<file path="config.mk">
export PLATFORM = sky130hd
export DESIGN_NAME = wav_riff_stream_parser
export DESIGN_NICKNAME = d
export VERILOG_FILES = /design/src/sv/wrsp_pkg.sv /design/src/sv/wrsp_front.sv /design/src/sv/wrsp_queue.sv /design/src/sv/wrsp_back.sv /design/src/sv/wav_riff_stream_parser.sv
export SDC_FILE = /design/constraint.sdc
export NUM_CORES = 2
export LEC_CHECK = 0
export ABC_AREA = 1
export BUFFER_PORTS_ARGS = -buffer_cell sky130_fd_sc_hd__buf_4
export CAP_MARGIN = 40
export CORE_ASPECT_RATIO = 1.4
export CORE_MARGIN = 2
export CORE_UTILIZATION = 35
export DETAILED_ROUTE_END_ITERATION = 7
export SYNTH_ARGS = -nofsm -noshare
export SYNTH_HDL_FRONTEND = slang
export SYNTH_HIERARCHICAL = 1
export SYNTH_SLANG_ARGS = --single-unit
</file>
<file path="constraint.sdc">
create_clock -name clk -period 16.05 [get_ports clk]
set_input_delay 4.815 -clock clk [delete_from_list [all_inputs] [get_ports clk]]
set_output_delay 4.815 -clock clk [all_outputs]
set_load 0.005 [all_outputs]
</file>
<file path="src/sv/wrsp_pkg.sv">
// Package with the shared types and constants of the WAV stream parser.
package wrsp_pkg;

  typedef enum logic [2:0] {
    PH_HEADER, PH_CHUNK_HDR, PH_FMT, PH_DATA, PH_SKIP, PH_PAD, PH_BAD
  } phase_t;

  localparam logic [1:0] KIND_SAMPLE = 2'd0;
  localparam logic [1:0] KIND_INFO   = 2'd1;
  localparam logic [1:0] KIND_STATUS = 2'd2;

  localparam logic [2:0] ST_OK        = 3'd0;
  localparam logic [2:0] ST_SHORT     = 3'd1;
  localparam logic [2:0] ST_NOT_RIFF  = 3'd2;
  localparam logic [2:0] ST_TRUNC     = 3'd3;
  localparam logic [2:0] ST_NO_FMT    = 3'd4;
  localparam logic [2:0] ST_BAD_CHANS = 3'd5;
  localparam logic [2:0] ST_BAD_FMT   = 3'd6;
  localparam logic [2:0] ST_UNALIGNED = 3'd7;

  localparam logic [31:0] TAG_FMT  = 32'h2074_6D66;
  localparam logic [31:0] TAG_DATA = 32'h6174_6164;

  localparam logic [15:0] FMT_PCM   = 16'h0001;
  localparam logic [15:0] FMT_FLOAT = 16'h0003;
  localparam logic [15:0] FMT_EXT   = 16'hFFFE;

  // One transaction passed from the front part to the back part.
  typedef struct packed {
    logic [1:0]  kind;
    logic [31:0] raw;
    logic        conv_float;
    logic [5:0]  conv_bits;
    logic [4:0]  channel_index;
    logic [18:0] sample_rate;
    logic [5:0]  channel_count;
    logic [5:0]  bits_per_sample;
    logic        is_float;
    logic [2:0]  status_code;
    logic        last;
  } item_t;

endpackage

</file>
<file path="src/sv/wrsp_front.sv">
// Front part of the WAV parser: walks headers and chunks and queues transactions.
module wrsp_front import wrsp_pkg::*; #(
  parameter int MAX_CHANNELS = 32
) (
  input  logic        clk,
  input  logic        rst,
  input  logic        in_valid,
  input  logic [7:0]  file_byte,
  input  logic        end_of_file,
  input  logic [1:0]  free_slots,
  output logic        in_stall,
  output logic        push_a,
  output item_t       item_a,
  output logic        push_b,
  output item_t       item_b
);

  phase_t      parse_phase, parse_phase_next;
  logic [31:0] byte_position;
  logic [31:0] chunk_tag;
  logic [31:0] chunk_remaining;
  logic        pad_pending;
  logic [15:0] format_tag;
  logic [31:0] format_chunk_size;
  logic [31:0] rate_held;
  logic [15:0] channels_held;
  logic [15:0] bits_held;
  logic [15:0] sub_format;
  logic [31:0] sample_assembly;
  logic [1:0]  byte_in_sample;
  logic [4:0]  channel_counter;
  logic [2:0]  header_count;
  logic        seen_fmt, seen_data, seen_err;
  logic        chk_fmt_bad, chk_chans_bad;

  logic        take;
  logic [31:0] off;
  logic [15:0] eff_fmt;
  logic [2:0]  fcheck;
  logic [31:0] tag_new, rem_new, asm_new, rem_dec;
  logic        open_now, sample_done, info_now;
  logic [2:0]  status_now;
  logic        end_by_zero;

  function automatic logic [7:0] riff_byte(input logic [1:0] i);
    unique case (i)
      2'd0: riff_byte = 8'h52;
      2'd1: riff_byte = 8'h49;
      2'd2: riff_byte = 8'h46;
      default: riff_byte = 8'h46;
    endcase
  endfunction

  function automatic logic [7:0] wave_byte(input logic [1:0] i);
    unique case (i)
      2'd0: wave_byte = 8'h57;
      2'd1: wave_byte = 8'h41;
      2'd2: wave_byte = 8'h56;
      default: wave_byte = 8'h45;
    endcase
  endfunction

  assign in_stall = (free_slots < 2'd2);
  assign take = in_valid && !in_stall;

  assign eff_fmt = (format_tag == FMT_EXT && format_chunk_size >= 32'd40) ?
                   sub_format : format_tag;

  assign chk_fmt_bad = !seen_fmt || format_chunk_size < 32'd16;
  assign chk_chans_bad = channels_held < 16'd1 ||
                         channels_held > 16'(MAX_CHANNELS) ||
                         rate_held < 32'd8000 || rate_held > 32'd384000;

  always_comb begin
    if (chk_fmt_bad) begin
      fcheck = ST_NO_FMT;
    end else if (chk_chans_bad) begin
      fcheck = ST_BAD_CHANS;
    end else if (eff_fmt == FMT_PCM &&
                 (bits_held == 16'd16 || bits_held == 16'd24 || bits_held == 16'd32)) begin
      fcheck = ST_OK;
    end else if (eff_fmt == FMT_FLOAT && bits_held == 16'd32) begin
      fcheck = ST_OK;
    end else begin
      fcheck = ST_BAD_FMT;
    end
  end

  assign off = format_chunk_size - chunk_remaining;
  assign rem_dec = chunk_remaining - 32'd1;

  always_comb begin
    tag_new = chunk_tag;
    rem_new = chunk_remaining;
    unique case (header_count)
      3'd0: tag_new = {24'd0, file_byte};
      3'd1: tag_new[15:8] = file_byte;
      3'd2: tag_new[23:16] = file_byte;
      3'd3: tag_new[31:24] = file_byte;
      3'd4: rem_new = {24'd0, file_byte};
      3'd5: rem_new[15:8] = file_byte;
      3'd6: rem_new[23:16] = file_byte;
      3'd7: rem_new[31:24] = file_byte;
      default: ;
    endcase
  end

  always_comb begin
    asm_new = sample_assembly;
    unique case (byte_in_sample)
      2'd0: asm_new[7:0] = file_byte;
      2'd1: asm_new[15:8] = file_byte;
      2'd2: asm_new[23:16] = file_byte;
      2'd3: asm_new[31:24] = file_byte;
      default: ;
    endcase
  end

  assign open_now = parse_phase == PH_CHUNK_HDR && header_count == 3'd7;
  assign info_now = open_now && tag_new == TAG_DATA && !seen_data && fcheck == ST_OK;
  assign sample_done = parse_phase == PH_DATA &&
                       ({1'b0, byte_in_sample} + 3'd1) >= bits_held[5:3];

  // Work out the phase and flags that this byte leaves, for the status check.
  logic   open_fmt, open_data;
  logic   err_add;
  phase_t after_phase;
  logic   after_data, after_fmt, after_err;
  logic [31:0] pos_next;

  assign open_fmt  = open_now && tag_new == TAG_FMT && !seen_data;
  assign open_data = open_now && tag_new == TAG_DATA && !seen_data;

  always_comb begin
    after_phase = parse_phase;
    end_by_zero = 1'b0;
    err_add = 1'b0;
    unique case (parse_phase)
      PH_HEADER: begin
        if (byte_position < 32'd4 && file_byte != riff_byte(byte_position[1:0])) begin
          after_phase = PH_BAD;
        end else if (byte_position >= 32'd8 && byte_position < 32'd12 &&
                     file_byte != wave_byte(byte_position[1:0])) begin
          after_phase = PH_BAD;
        end else if (byte_position >= 32'd11) begin
          after_phase = PH_CHUNK_HDR;
        end
      end
      PH_CHUNK_HDR: begin
        if (open_now) begin
          if (open_fmt) after_phase = PH_FMT;
          else if (info_now) after_phase = PH_DATA;
          else after_phase = PH_SKIP;
          if (rem_new == 32'd0) begin
            end_by_zero = 1'b1;
            after_phase = rem_new[0] ? PH_PAD : PH_CHUNK_HDR;
          end
        end
      end
      PH_FMT, PH_DATA, PH_SKIP: begin
        if (rem_dec == 32'd0) begin
          end_by_zero = 1'b1;
          after_phase = pad_pending ? PH_PAD : PH_CHUNK_HDR;
          if (parse_phase == PH_DATA) begin
            if (sample_done) begin
              err_add = (16'(channel_counter) + 16'd1 < channels_held);
            end else begin
              err_add = 1'b1;
            end
          end
        end
      end
      PH_PAD: after_phase = PH_CHUNK_HDR;
      default: ;
    endcase
    parse_phase_next = after_phase;
  end

  assign after_fmt  = seen_fmt || open_fmt;
  assign after_data = seen_data || open_data;
  assign after_err  = seen_err || err_add;
  assign pos_next = (byte_position == 32'hFFFF_FFFF) ? byte_position :
                    byte_position + 32'd1;

  // Status: the format registers are unchanged by the bytes that matter here,
  // except a fmt chunk opened by this byte, which leaves the phase in fmt.
  always_comb begin
    if (pos_next < 32'd44) begin
      status_now = ST_SHORT;
    end else if (after_phase == PH_BAD || after_phase == PH_HEADER) begin
      status_now = ST_NOT_RIFF;
    end else if (after_phase == PH_FMT || after_phase == PH_DATA ||
                 after_phase == PH_SKIP) begin
      status_now = ST_TRUNC;
    end else if (!after_data) begin
      status_now = ST_NO_FMT;
    end else if (open_fmt) begin
      status_now = ST_NO_FMT;
    end else if (fcheck != ST_OK || !after_fmt) begin
      status_now = fcheck;
    end else begin
      status_now = after_err ? ST_UNALIGNED : ST_OK;
    end
  end

  always_comb begin
    item_a = '0;
    item_b = '0;
    push_a = 1'b0;
    push_b = 1'b0;
    if (take) begin
      if (info_now) begin
        push_a = 1'b1;
        item_a.kind = KIND_INFO;
        item_a.sample_rate = rate_held[18:0];
        item_a.channel_count = channels_held[5:0];
        item_a.bits_per_sample = bits_held[5:0];
        item_a.is_float = (eff_fmt == FMT_FLOAT);
      end else if (sample_done) begin
        push_a = 1'b1;
        item_a.kind = KIND_SAMPLE;
        item_a.raw = asm_new;
        item_a.conv_float = (eff_fmt == FMT_FLOAT);
        item_a.conv_bits = bits_held[5:0];
        item_a.channel_index = channel_counter;
      end
      if (end_of_file) begin
        push_b = 1'b1;
        item_b.kind = KIND_STATUS;
        item_b.status_code = status_now;
        item_b.last = 1'b1;
      end
    end
  end

  always_ff @(posedge clk) begin
    if (rst || (take && end_of_file)) begin
      parse_phase <= PH_HEADER;
      byte_position <= '0;
      chunk_tag <= '0;
      chunk_remaining <= '0;
      pad_pending <= 1'b0;
      format_tag <= '0;
      format_chunk_size <= '0;
      rate_held <= '0;
      channels_held <= '0;
      bits_held <= '0;
      sub_format <= '0;
      sample_assembly <= '0;
      byte_in_sample <= '0;
      channel_counter <= '0;
      header_count <= '0;
      seen_fmt <= 1'b0;
      seen_data <= 1'b0;
      seen_err <= 1'b0;
    end else if (take) begin
      parse_phase <= parse_phase_next;
      byte_position <= pos_next;
      seen_err <= after_err;
      if (parse_phase == PH_HEADER || parse_phase == PH_PAD || end_by_zero) begin
        header_count <= '0;
      end
      if (parse_phase == PH_CHUNK_HDR) begin
        chunk_tag <= tag_new;
        chunk_remaining <= rem_new;
        header_count <= header_count + 3'd1;
        if (open_now) begin
          pad_pending <= end_by_zero ? 1'b0 : rem_new[0];
          if (open_fmt) begin
            seen_fmt <= 1'b1;
            format_chunk_size <= rem_new;
            format_tag <= '0;
            channels_held <= '0;
            rate_held <= '0;
            bits_held <= '0;
            sub_format <= '0;
          end
          if (open_data) seen_data <= 1'b1;
          if (info_now) begin
            sample_assembly <= '0;
            byte_in_sample <= '0;
            channel_counter <= '0;
          end
        end
      end
      if (parse_phase == PH_FMT || parse_phase == PH_DATA || parse_phase == PH_SKIP) begin
        chunk_remaining <= rem_dec;
        if (end_by_zero) pad_pending <= 1'b0;
      end
      if (parse_phase == PH_FMT) begin
        if (off == 32'd0) format_tag[7:0] <= file_byte;
        else if (off == 32'd1) format_tag[15:8] <= file_byte;
        else if (off == 32'd2) channels_held[7:0] <= file_byte;
        else if (off == 32'd3) channels_held[15:8] <= file_byte;
        else if (off == 32'd4) rate_held[7:0] <= file_byte;
        else if (off == 32'd5) rate_held[15:8] <= file_byte;
        else if (off == 32'd6) rate_held[23:16] <= file_byte;
        else if (off == 32'd7) rate_held[31:24] <= file_byte;
        else if (off == 32'd14) bits_held[7:0] <= file_byte;
        else if (off == 32'd15) bits_held[15:8] <= file_byte;
        else if (off == 32'd24) sub_format[7:0] <= file_byte;
        else if (off == 32'd25) sub_format[15:8] <= file_byte;
      end
      if (parse_phase == PH_DATA) begin
        if (sample_done) begin
          sample_assembly <= '0;
          byte_in_sample <= '0;
          channel_counter <= (16'(channel_counter) + 16'd1 >= channels_held) ?
                             5'd0 : channel_counter + 5'd1;
        end else begin
          sample_assembly <= asm_new;
          byte_in_sample <= byte_in_sample + 2'd1;
        end
      end
    end
  end

endmodule

</file>
<file path="src/sv/wrsp_queue.sv">
// Small queue between the front and back parts, taking up to two entries a cycle.
module wrsp_queue import wrsp_pkg::*; (
  input  logic       clk,
  input  logic       rst,
  input  logic       push_a,
  input  item_t      item_a,
  input  logic       push_b,
  input  item_t      item_b,
  output logic [1:0] free_slots,
  output logic       pop_valid,
  output item_t      pop_item,
  input  logic       pop
);

  localparam int DEPTH = 4;

  item_t      mem [DEPTH];
  logic [1:0] wr_ptr, rd_ptr;
  logic [2:0] count;
  logic [2:0] n_push;
  logic [2:0] free_w;

  assign n_push = {2'd0, push_a} + {2'd0, push_b};
  assign free_w = 3'(DEPTH) - count;
  assign free_slots = (free_w > 3'd3) ? 2'd3 : free_w[1:0];
  assign pop_valid = count != 3'd0;
  assign pop_item = mem[rd_ptr];

  always_ff @(posedge clk) begin
    if (push_a) begin
      mem[wr_ptr] <= item_a;
      if (push_b) mem[wr_ptr + 2'd1] <= item_b;
    end else if (push_b) begin
      mem[wr_ptr] <= item_b;
    end
  end

  always_ff @(posedge clk) begin
    if (rst) begin
      wr_ptr <= '0;
      rd_ptr <= '0;
      count <= '0;
    end else begin
      wr_ptr <= wr_ptr + n_push[1:0];
      if (pop && pop_valid) rd_ptr <= rd_ptr + 2'd1;
      count <= count + n_push - {2'd0, pop && pop_valid};
    end
  end

endmodule

</file>
<file path="src/sv/wrsp_back.sv">
// Back part of the WAV parser: converts samples and holds the output register.
module wrsp_back import wrsp_pkg::*; (
  input  logic               clk,
  input  logic               rst,
  input  logic               pop_valid,
  input  item_t              pop_item,
  output logic               pop,
  output logic               out_valid,
  input  logic               out_stall,
  output logic [1:0]         kind,
  output logic signed [31:0] sample_value,
  output logic [4:0]         channel_index,
  output logic [18:0]        sample_rate,
  output logic [5:0]         channel_count,
  output logic [5:0]         bits_per_sample,
  output logic               is_float,
  output logic [2:0]         status_code,
  output logic               last
);

  logic [31:0] conv;
  logic [7:0]  e;
  logic [23:0] mant;
  logic [31:0] mag;

  assign e = pop_item.raw[30:23];
  assign mant = {1'b1, pop_item.raw[22:0]};

  always_comb begin
    mag = '0;
    if (e >= 8'd119) mag = {8'd0, mant} << (e - 8'd119);
    else if (8'd119 - e < 8'd24) mag = {8'd0, mant} >> (8'd119 - e);
  end

  always_comb begin
    if (pop_item.kind != KIND_SAMPLE) begin
      conv = '0;
    end else if (pop_item.conv_float) begin
      if (e == 8'hFF || e == 8'h00) conv = '0;
      else if (e >= 8'd127) conv = pop_item.raw[31] ? 32'h8000_0000 : 32'h7FFF_FFFF;
      else conv = pop_item.raw[31] ? (32'd0 - mag) : mag;
    end else if (pop_item.conv_bits == 6'd16) begin
      conv = {pop_item.raw[15:0], 16'd0};
    end else if (pop_item.conv_bits == 6'd24) begin
      conv = {pop_item.raw[23:0], 8'd0};
    end else begin
      conv = pop_item.raw;
    end
  end

  assign pop = pop_valid && (!out_valid || !out_stall);

  always_ff @(posedge clk) begin
    if (rst) begin
      out_valid <= 1'b0;
    end else if (!out_valid || !out_stall) begin
      out_valid <= pop_valid;
    end
  end

  always_ff @(posedge clk) begin
    if (pop) begin
      kind <= pop_item.kind;
      sample_value <= conv;
      channel_index <= pop_item.channel_index;
      sample_rate <= pop_item.sample_rate;
      channel_count <= pop_item.channel_count;
      bits_per_sample <= pop_item.bits_per_sample;
      is_float <= pop_item.is_float;
      status_code <= pop_item.status_code;
      last <= pop_item.last;
    end
  end

endmodule

</file>
<file path="src/sv/wav_riff_stream_parser.sv">
// Top level of the WAV stream parser.
// Takes one file byte per cycle and gives sample, stream info and final status
// transactions. A byte is taken every cycle while the four-entry result queue
// has two free entries; a byte yields at most two results, drained at one per
// cycle through the output register while out_stall is low, so the rate is
// one byte per cycle, the per-cycle output port limiting it when results bunch up.
module wav_riff_stream_parser import wrsp_pkg::*; #(
  parameter int MAX_CHANNELS = 32
) (
  input  logic               clk,
  input  logic               rst,
  input  logic               in_valid,
  output logic               in_stall,
  input  logic [7:0]         file_byte,
  input  logic               end_of_file,
  output logic               out_valid,
  input  logic               out_stall,
  output logic [1:0]         kind,
  output logic signed [31:0] sample_value,
  output logic [4:0]         channel_index,
  output logic [18:0]        sample_rate,
  output logic [5:0]         channel_count,
  output logic [5:0]         bits_per_sample,
  output logic               is_float,
  output logic [2:0]         status_code,
  output logic               last
);

  logic       push_a, push_b, pop, pop_valid;
  item_t      item_a, item_b, pop_item;
  logic [1:0] free_slots;

  wrsp_front #(.MAX_CHANNELS(MAX_CHANNELS)) u_front (
    .clk, .rst, .in_valid, .file_byte, .end_of_file, .free_slots,
    .in_stall, .push_a, .item_a, .push_b, .item_b
  );

  wrsp_queue u_queue (
    .clk, .rst, .push_a, .item_a, .push_b, .item_b,
    .free_slots, .pop_valid, .pop_item, .pop
  );

  wrsp_back u_back (
    .clk, .rst, .pop_valid, .pop_item, .pop, .out_valid, .out_stall,
    .kind, .sample_value, .channel_index, .sample_rate, .channel_count,
    .bits_per_sample, .is_float, .status_code, .last
  );

endmodule
</file>
---- Word-level counts from Yosys, hierarchy flattened ----
Memories as Yosys holds them, arrays and structs flattened. A register that Yosys moved wholly into a read port is not among the register bits.
Index checks and enable logic that the tools add are counted.
operators by class
  bitwise logic cells ..................... 1
  mux-type cells .......................... 171
  reduce and logical (&&, ||, !) cells .... 68
  $add $sub $neg .......................... 18
  shift operators ......................... 2
  order comparisons ....................... 19
  equality and inequality tests ........... 46
operator list
  cell                     count
  $mux W32                 26
  $mux W16                 38
  $mux W8                  26
  $eq A32 B3 Y1 const B    4
  $logic_not A32 Y1        3
  $pmux W8 S2              6
  $mux W44                 2
  $mux W82                 1
  $mux W78                 1
  $mux W3                  23
  $eq A32 B2 Y1 const B    2
  $eq A32 B4 Y1 const B    2
  $eq A32 B5 Y1 const B    2
  $ge A32 B4 Y1 const B    2
  $add A32 B1 Y32 const B  1
  $eq A16 B5 Y1 const B    2
  $eq A32 B1 Y1 const B    1
  $eq A32 B30 Y1 const B   1
  $eq A32 B31 Y1 const B   1
  $eq A32 B32 Y1 const B   1
  $ge A32 B6 Y1 const B    1
  $gt A32 B19 Y1 const B   1
  $lt A32 B13 Y1 const B   1
  $lt A32 B3 Y1 const B    1
  62 further kinds         176
word-level totals
  output and inout bits ................... 77
  register bits after elaboration ......... 356
  memory bits (writable) .................. 328
  memories ................................ 1
memories
  name         depth  bits a word  read ports  clocked after Yosys merged registers in  write ports  line              text
  u_queue.mem  4      82           1           1                                        2            wrsp_queue.sv:17  item_t mem [DEPTH];

---- Longest topological paths before layout ----
  depth after elaboration ................. 25
  mapped depth ............................ 37

---- Modules after synthesis ----
Netlist, hierarchy kept.
by module, submodules not included
  module      times used  area each (um2)  seq. area each (um2)  cells each
  wrsp_front  1           21096.5          5465.2                3611
  wrsp_queue  1           18326.3          10029.6               2106
  wrsp_back   1           7946.4           2272.2                1210

---- Least setup slack after synthesis ----
No wires, ideal clock.
  path type ............................... in2reg
  start point ............................. input file_byte[5]
  end point ............................... memory u_queue/mem[1][0] (netlist bit) (enable)
  data arrival time ....................... 12.910 ns
  data required time ...................... 15.407 ns
  stages on the path ...................... 16
  setup slack ............................. 2.496 ns
  cells stage by stage .................... clkbuf_1 > inv_1 > o21ai_0 > nand4_1 > nand3b_1 > nor2_2 > nand2_1 > nor2_1 > nand3_2 > nor2_1 > inv_1 > buf_2 > nand2_1 > inv_1 > ha_1 > o31ai_1
RTL lines
  item                line                          text
  start: declaration  wav_riff_stream_parser.sv:14  input logic [7:0] file_byte,
  end: declaration    wrsp_queue.sv:17

==> load_flow_metrics.sql <==
INSERT INTO impl_metrics (metric_group, metric, value, unit) VALUES
('setup_path', 'worstPathMaxFanout', '45', ''),
('detailed_routing', 'dr.pass1.iters', '6', ''),
('clocking', 'clock-sinks', '686', ''),
('floorplan', 'floorplan.die_area', '138000', 'um2'),
('setup_path', 'setup.worst_path.class', 'primary input to flop', ''),
('detailed_routing', 'post_drt_wl_per_cell', '17.9', 'um'),
('pwr', 'power_frac_clock', '17.6', '%'),
('global_route', 'antenna_found_initial', '3', ''),
('floorplan', 'core-area', '134000', 'um2'),
('global_route', 'grt_first_pass_wirelength', '237', 'mm'),
('setup_path', 'cp_slowest_cell', 'sky130_fd_sc_hd__buf_4', ''),
('synthesis', 'yosysWarningCount', '6', ''),
('detailed_routing', 'post-route-drc-count', '0', ''),
('min_path', 'hold_path_class', 'flop to flop', ''),
('timing', 'maxSlewHeadroom', '38.7', '%'),
('pwr', 'power_density', '204', 'nW/um2'),
('setup_path', 'arrival', '9.95', 'ns'),
('timing', 'finalHoldViolCount', '0', ''),
('pwr', 'seq_power_share', '22.8', '%'),
('clocking', 'number_of_levels_in_the_clock_h_tree', '3', ''),
('timing', 'setup_total_negative_slack', '0', 'ns'),
('timing', 'grt_setup_unrepaired', 'false', ''),
('clocking', 'numCtsBuffers', '75', ''),
('pwr', 'switching_power', '5.38', 'mW'),
('detailed_routing', 'vias', '45000', ''),
('floorplan', 'boundaryPins', '90', ''),
('clocking', 'cts_root_buf', 'sky130_fd_sc_hd__clkbuf_16', ''),
('clocking', 'hold_buffers', '0', ''),
('floorplan', 'initial_utilization', '35.3', '%'),
('layout', 'area_growth_syn_to_layout', '8.44', '%'),
('clocking', 'clk_pin_slew_worst_paths', '0.06', 'ns'),
('placed_design', 'hpwl', '109', 'mm'),
('layout', 'fillers', '14200', ''),
('floorplan', 'core.rowCount', '159', ''),
('setup_path', 'timing.critical_path.from_type', 'primary input', ''),
('setup_path', 'path_cells', 'buf_4 > inv_1 > o21ai_0 > nand4_1 > nand3b_1 > nor2_2 > nand2_1 > nor2_1 > nand3_2 > nor2_1 > inv_1 > nand2_1 > ha_1 > nand3_4 > buf_4 > o31ai_4 > buf_4 > buf_4', ''),
('setup_path', 'endpoint_kind', 'flop', ''),
('layout', 'finish.utilization', '38.2', '%'),
('timing', 'period_share', '60.1', '%'),
('floorplan', 'die_x', '315', 'um'),
('setup_path', 'cp.required', '16.35', 'ns'),
('setup_path', 'cp_common_cell', 'sky130_fd_sc_hd__buf_4', ''),
('synthesis', 'synth.cell_area', '47400', 'um2'),
('pwr', 'leakagePower', '21.2', 'nW'),
('synthesis', 'postSynthAreaPerCell', '6.84', 'um2'),
('timing', 'min_period', '9.65', 'ns'),
('layout', 'most_frequent_standard_cell_in_the_layout_excluding_fill_and_tap_cells', 'sky130_fd_sc_hd__nand2_1', ''),
('setup_path', 'timing.critical_path.slowest_cell_delay', '0.67', 'ns'),
('clocking', 'postCtsSetupRepairBufs', '0', ''),
('clocking', 'clk_latency', '0.69', 'ns'),
('layout', 'finish.net_count', '6869', ''),
('timing', 'setup-violations-final', '0', ''),
('timing', 'tightestPinTransition', '0.918', 'ns'),
('layout', 'seq_area', '17800', 'um2'),
('placed_design', 'gpl.final_weighted_congestion', '0.985', ''),
('detailed_routing', 'drt_iter0_drc', '4084', ''),
('run_status', 'status', 'finished, final reports clean', ''),
('detailed_routing', 'route.final.wire_length', '154', 'mm'),
('floorplan', 'die_height', '439', 'um'),
('layout', 'most-common-layout-cells', 'sky130_fd_sc_hd__nand2_1, sky130_fd_sc_hd__inv_1, sky130_fd_sc_hd__o21ai_0, sky130_fd_sc_hd__nor2_1, sky130_fd_sc_hd__a21oi_1', ''),
('pwr', 'vdd_drop_max', '120', 'uV'),
('pwr', 'switching_share', '51.3', '%'),
('clocking', 'cts_repair_resize_count', '0', ''),
('layout', 'drive_above_1_share', '7.06', '%'),
('timing', 'fin_skew', '0.0321', 'ns'),
('synthesis', 'syn_inst', '6926', ''),
('pwr', 'combinational_power_share', '59.6', '%'),
('timing', 'timing.fmax', '0.104', 'GHz'),
('global_route', 'grt.total_usage', '21.7', '%'),
('clocking', 'clock_path_buffers', '3', ''),
('timing', 'maxSlewViolCount', '0', ''),
('global_route', 'grt_overflow', '0', ''),
('layout', 'multi_input_comb_area', '23900', 'um2'),
('global_route', 'vias_in_the_first_global_route', '41800', ''),
('detailed_routing', 'antenna_violating_nets_post_route', '0', ''),
('flow_run', 'maxCapViolations', '0', ''),
('detailed_routing', 'via_density_per_instance', '5.22', ''),
('global_route', 'largest_net_degree_at_the_start_of_global_routing', '101', ''),
('pwr', 'internal-power', '5.11', 'mW'),
('placed_design', 'numPortBuffers', '89', ''),
('clocking', 'tritoncts_clock_tree', 'yes', '');
area by class of cell:
type	count	share of cell area, %
diodes	1	0.00487
clock buffers	93	3.94
clock inverters	43	1.15
inverters	890	6.53
multi-input cells	4968	46.6
flip-flops and latches	686	34.6
well taps	1771	4.31
repair buffers	160	2.85
registers in the layout (all words and copies together), names as in the netlist, 19 cells and up, named ones only:
name,cells
u_front/sample_assembly,32
u_front/chunk_remaining,32
u_front/byte_position,32
u_back/sample_rate,19
u_queue/mem,328
u_front/format_chunk_size,32
u_front/rate_held,32
u_front/chunk_tag,32
u_back/sample_value,32
per-layer routing:
metal / vias to the layer above / global-route usage, % / wire length [um]
met5: - / 0 / 0
met4: 0 / 12.6 / 9080
met3: 361 / 2.25 / 7980
met2: 1420 / 37.7 / 74500
met1: 20900 / 25.9 / 62300
li1: 22300 / - / -
metrics by stage:
step / instance area (um2) / power (mW) / hold slack, ns / setup slack (ns) / instances
floorplan: 47700 / 6.86 / 0.427 / 2.50 / 7010
global placement: 48400 / 8.48 / 0.441 / 5.62 / 8458
detailed placement: 48700 / 8.57 / 0.444 / 5.66 / 8475
CTS: 51400 / 10.4 / 0.454 / 6.40 / 8611
global route: 51400 / 11.3 / 0.478 / 5.96 / 8611
finish: 51400 / 10.5 / 0.451 / 6.40 / 8612
power by group through the flow:
stage	clock, mW	combinational [mW]	sequential, mW
2_1_floorplan	0	4.43	2.42
3_3_place_gp	0	6.07	2.42
3_5_place_dp	0	6.15	2.42
4_1_cts	1.89	6.18	2.39
5_1_grt	1.95	6.94	2.42
6_report	1.85	6.26	2.39
critical path, delay by kind of cell:
family / cells / cell delay (ns)
AO/OA/AOI/OAI: 2 / 0.49
adder cells (fa/ha/maj): 1 / 0.46
buffers and inverters: 6 / 2.61
AND/OR/NAND/NOR: 9 / 1.54
worst paths after layout:
path                                                   start                           end  slack, ns  depth (start not counted)
worst max-delay path                            file_byte[5]            u_queue/mem[1][27]       6.40                         18
worst min-delay path            u_front/format_chunk_size[2]  u_front/format_chunk_size[2]       0.45                          2
worst max register to register              u_queue/count[0]            u_queue/mem[1][27]       9.85                         16
worst min register to register  u_front/format_chunk_size[2]  u_front/format_chunk_size[2]       0.45                          2
No activity file was read; power rests on OpenSTA's default activity.
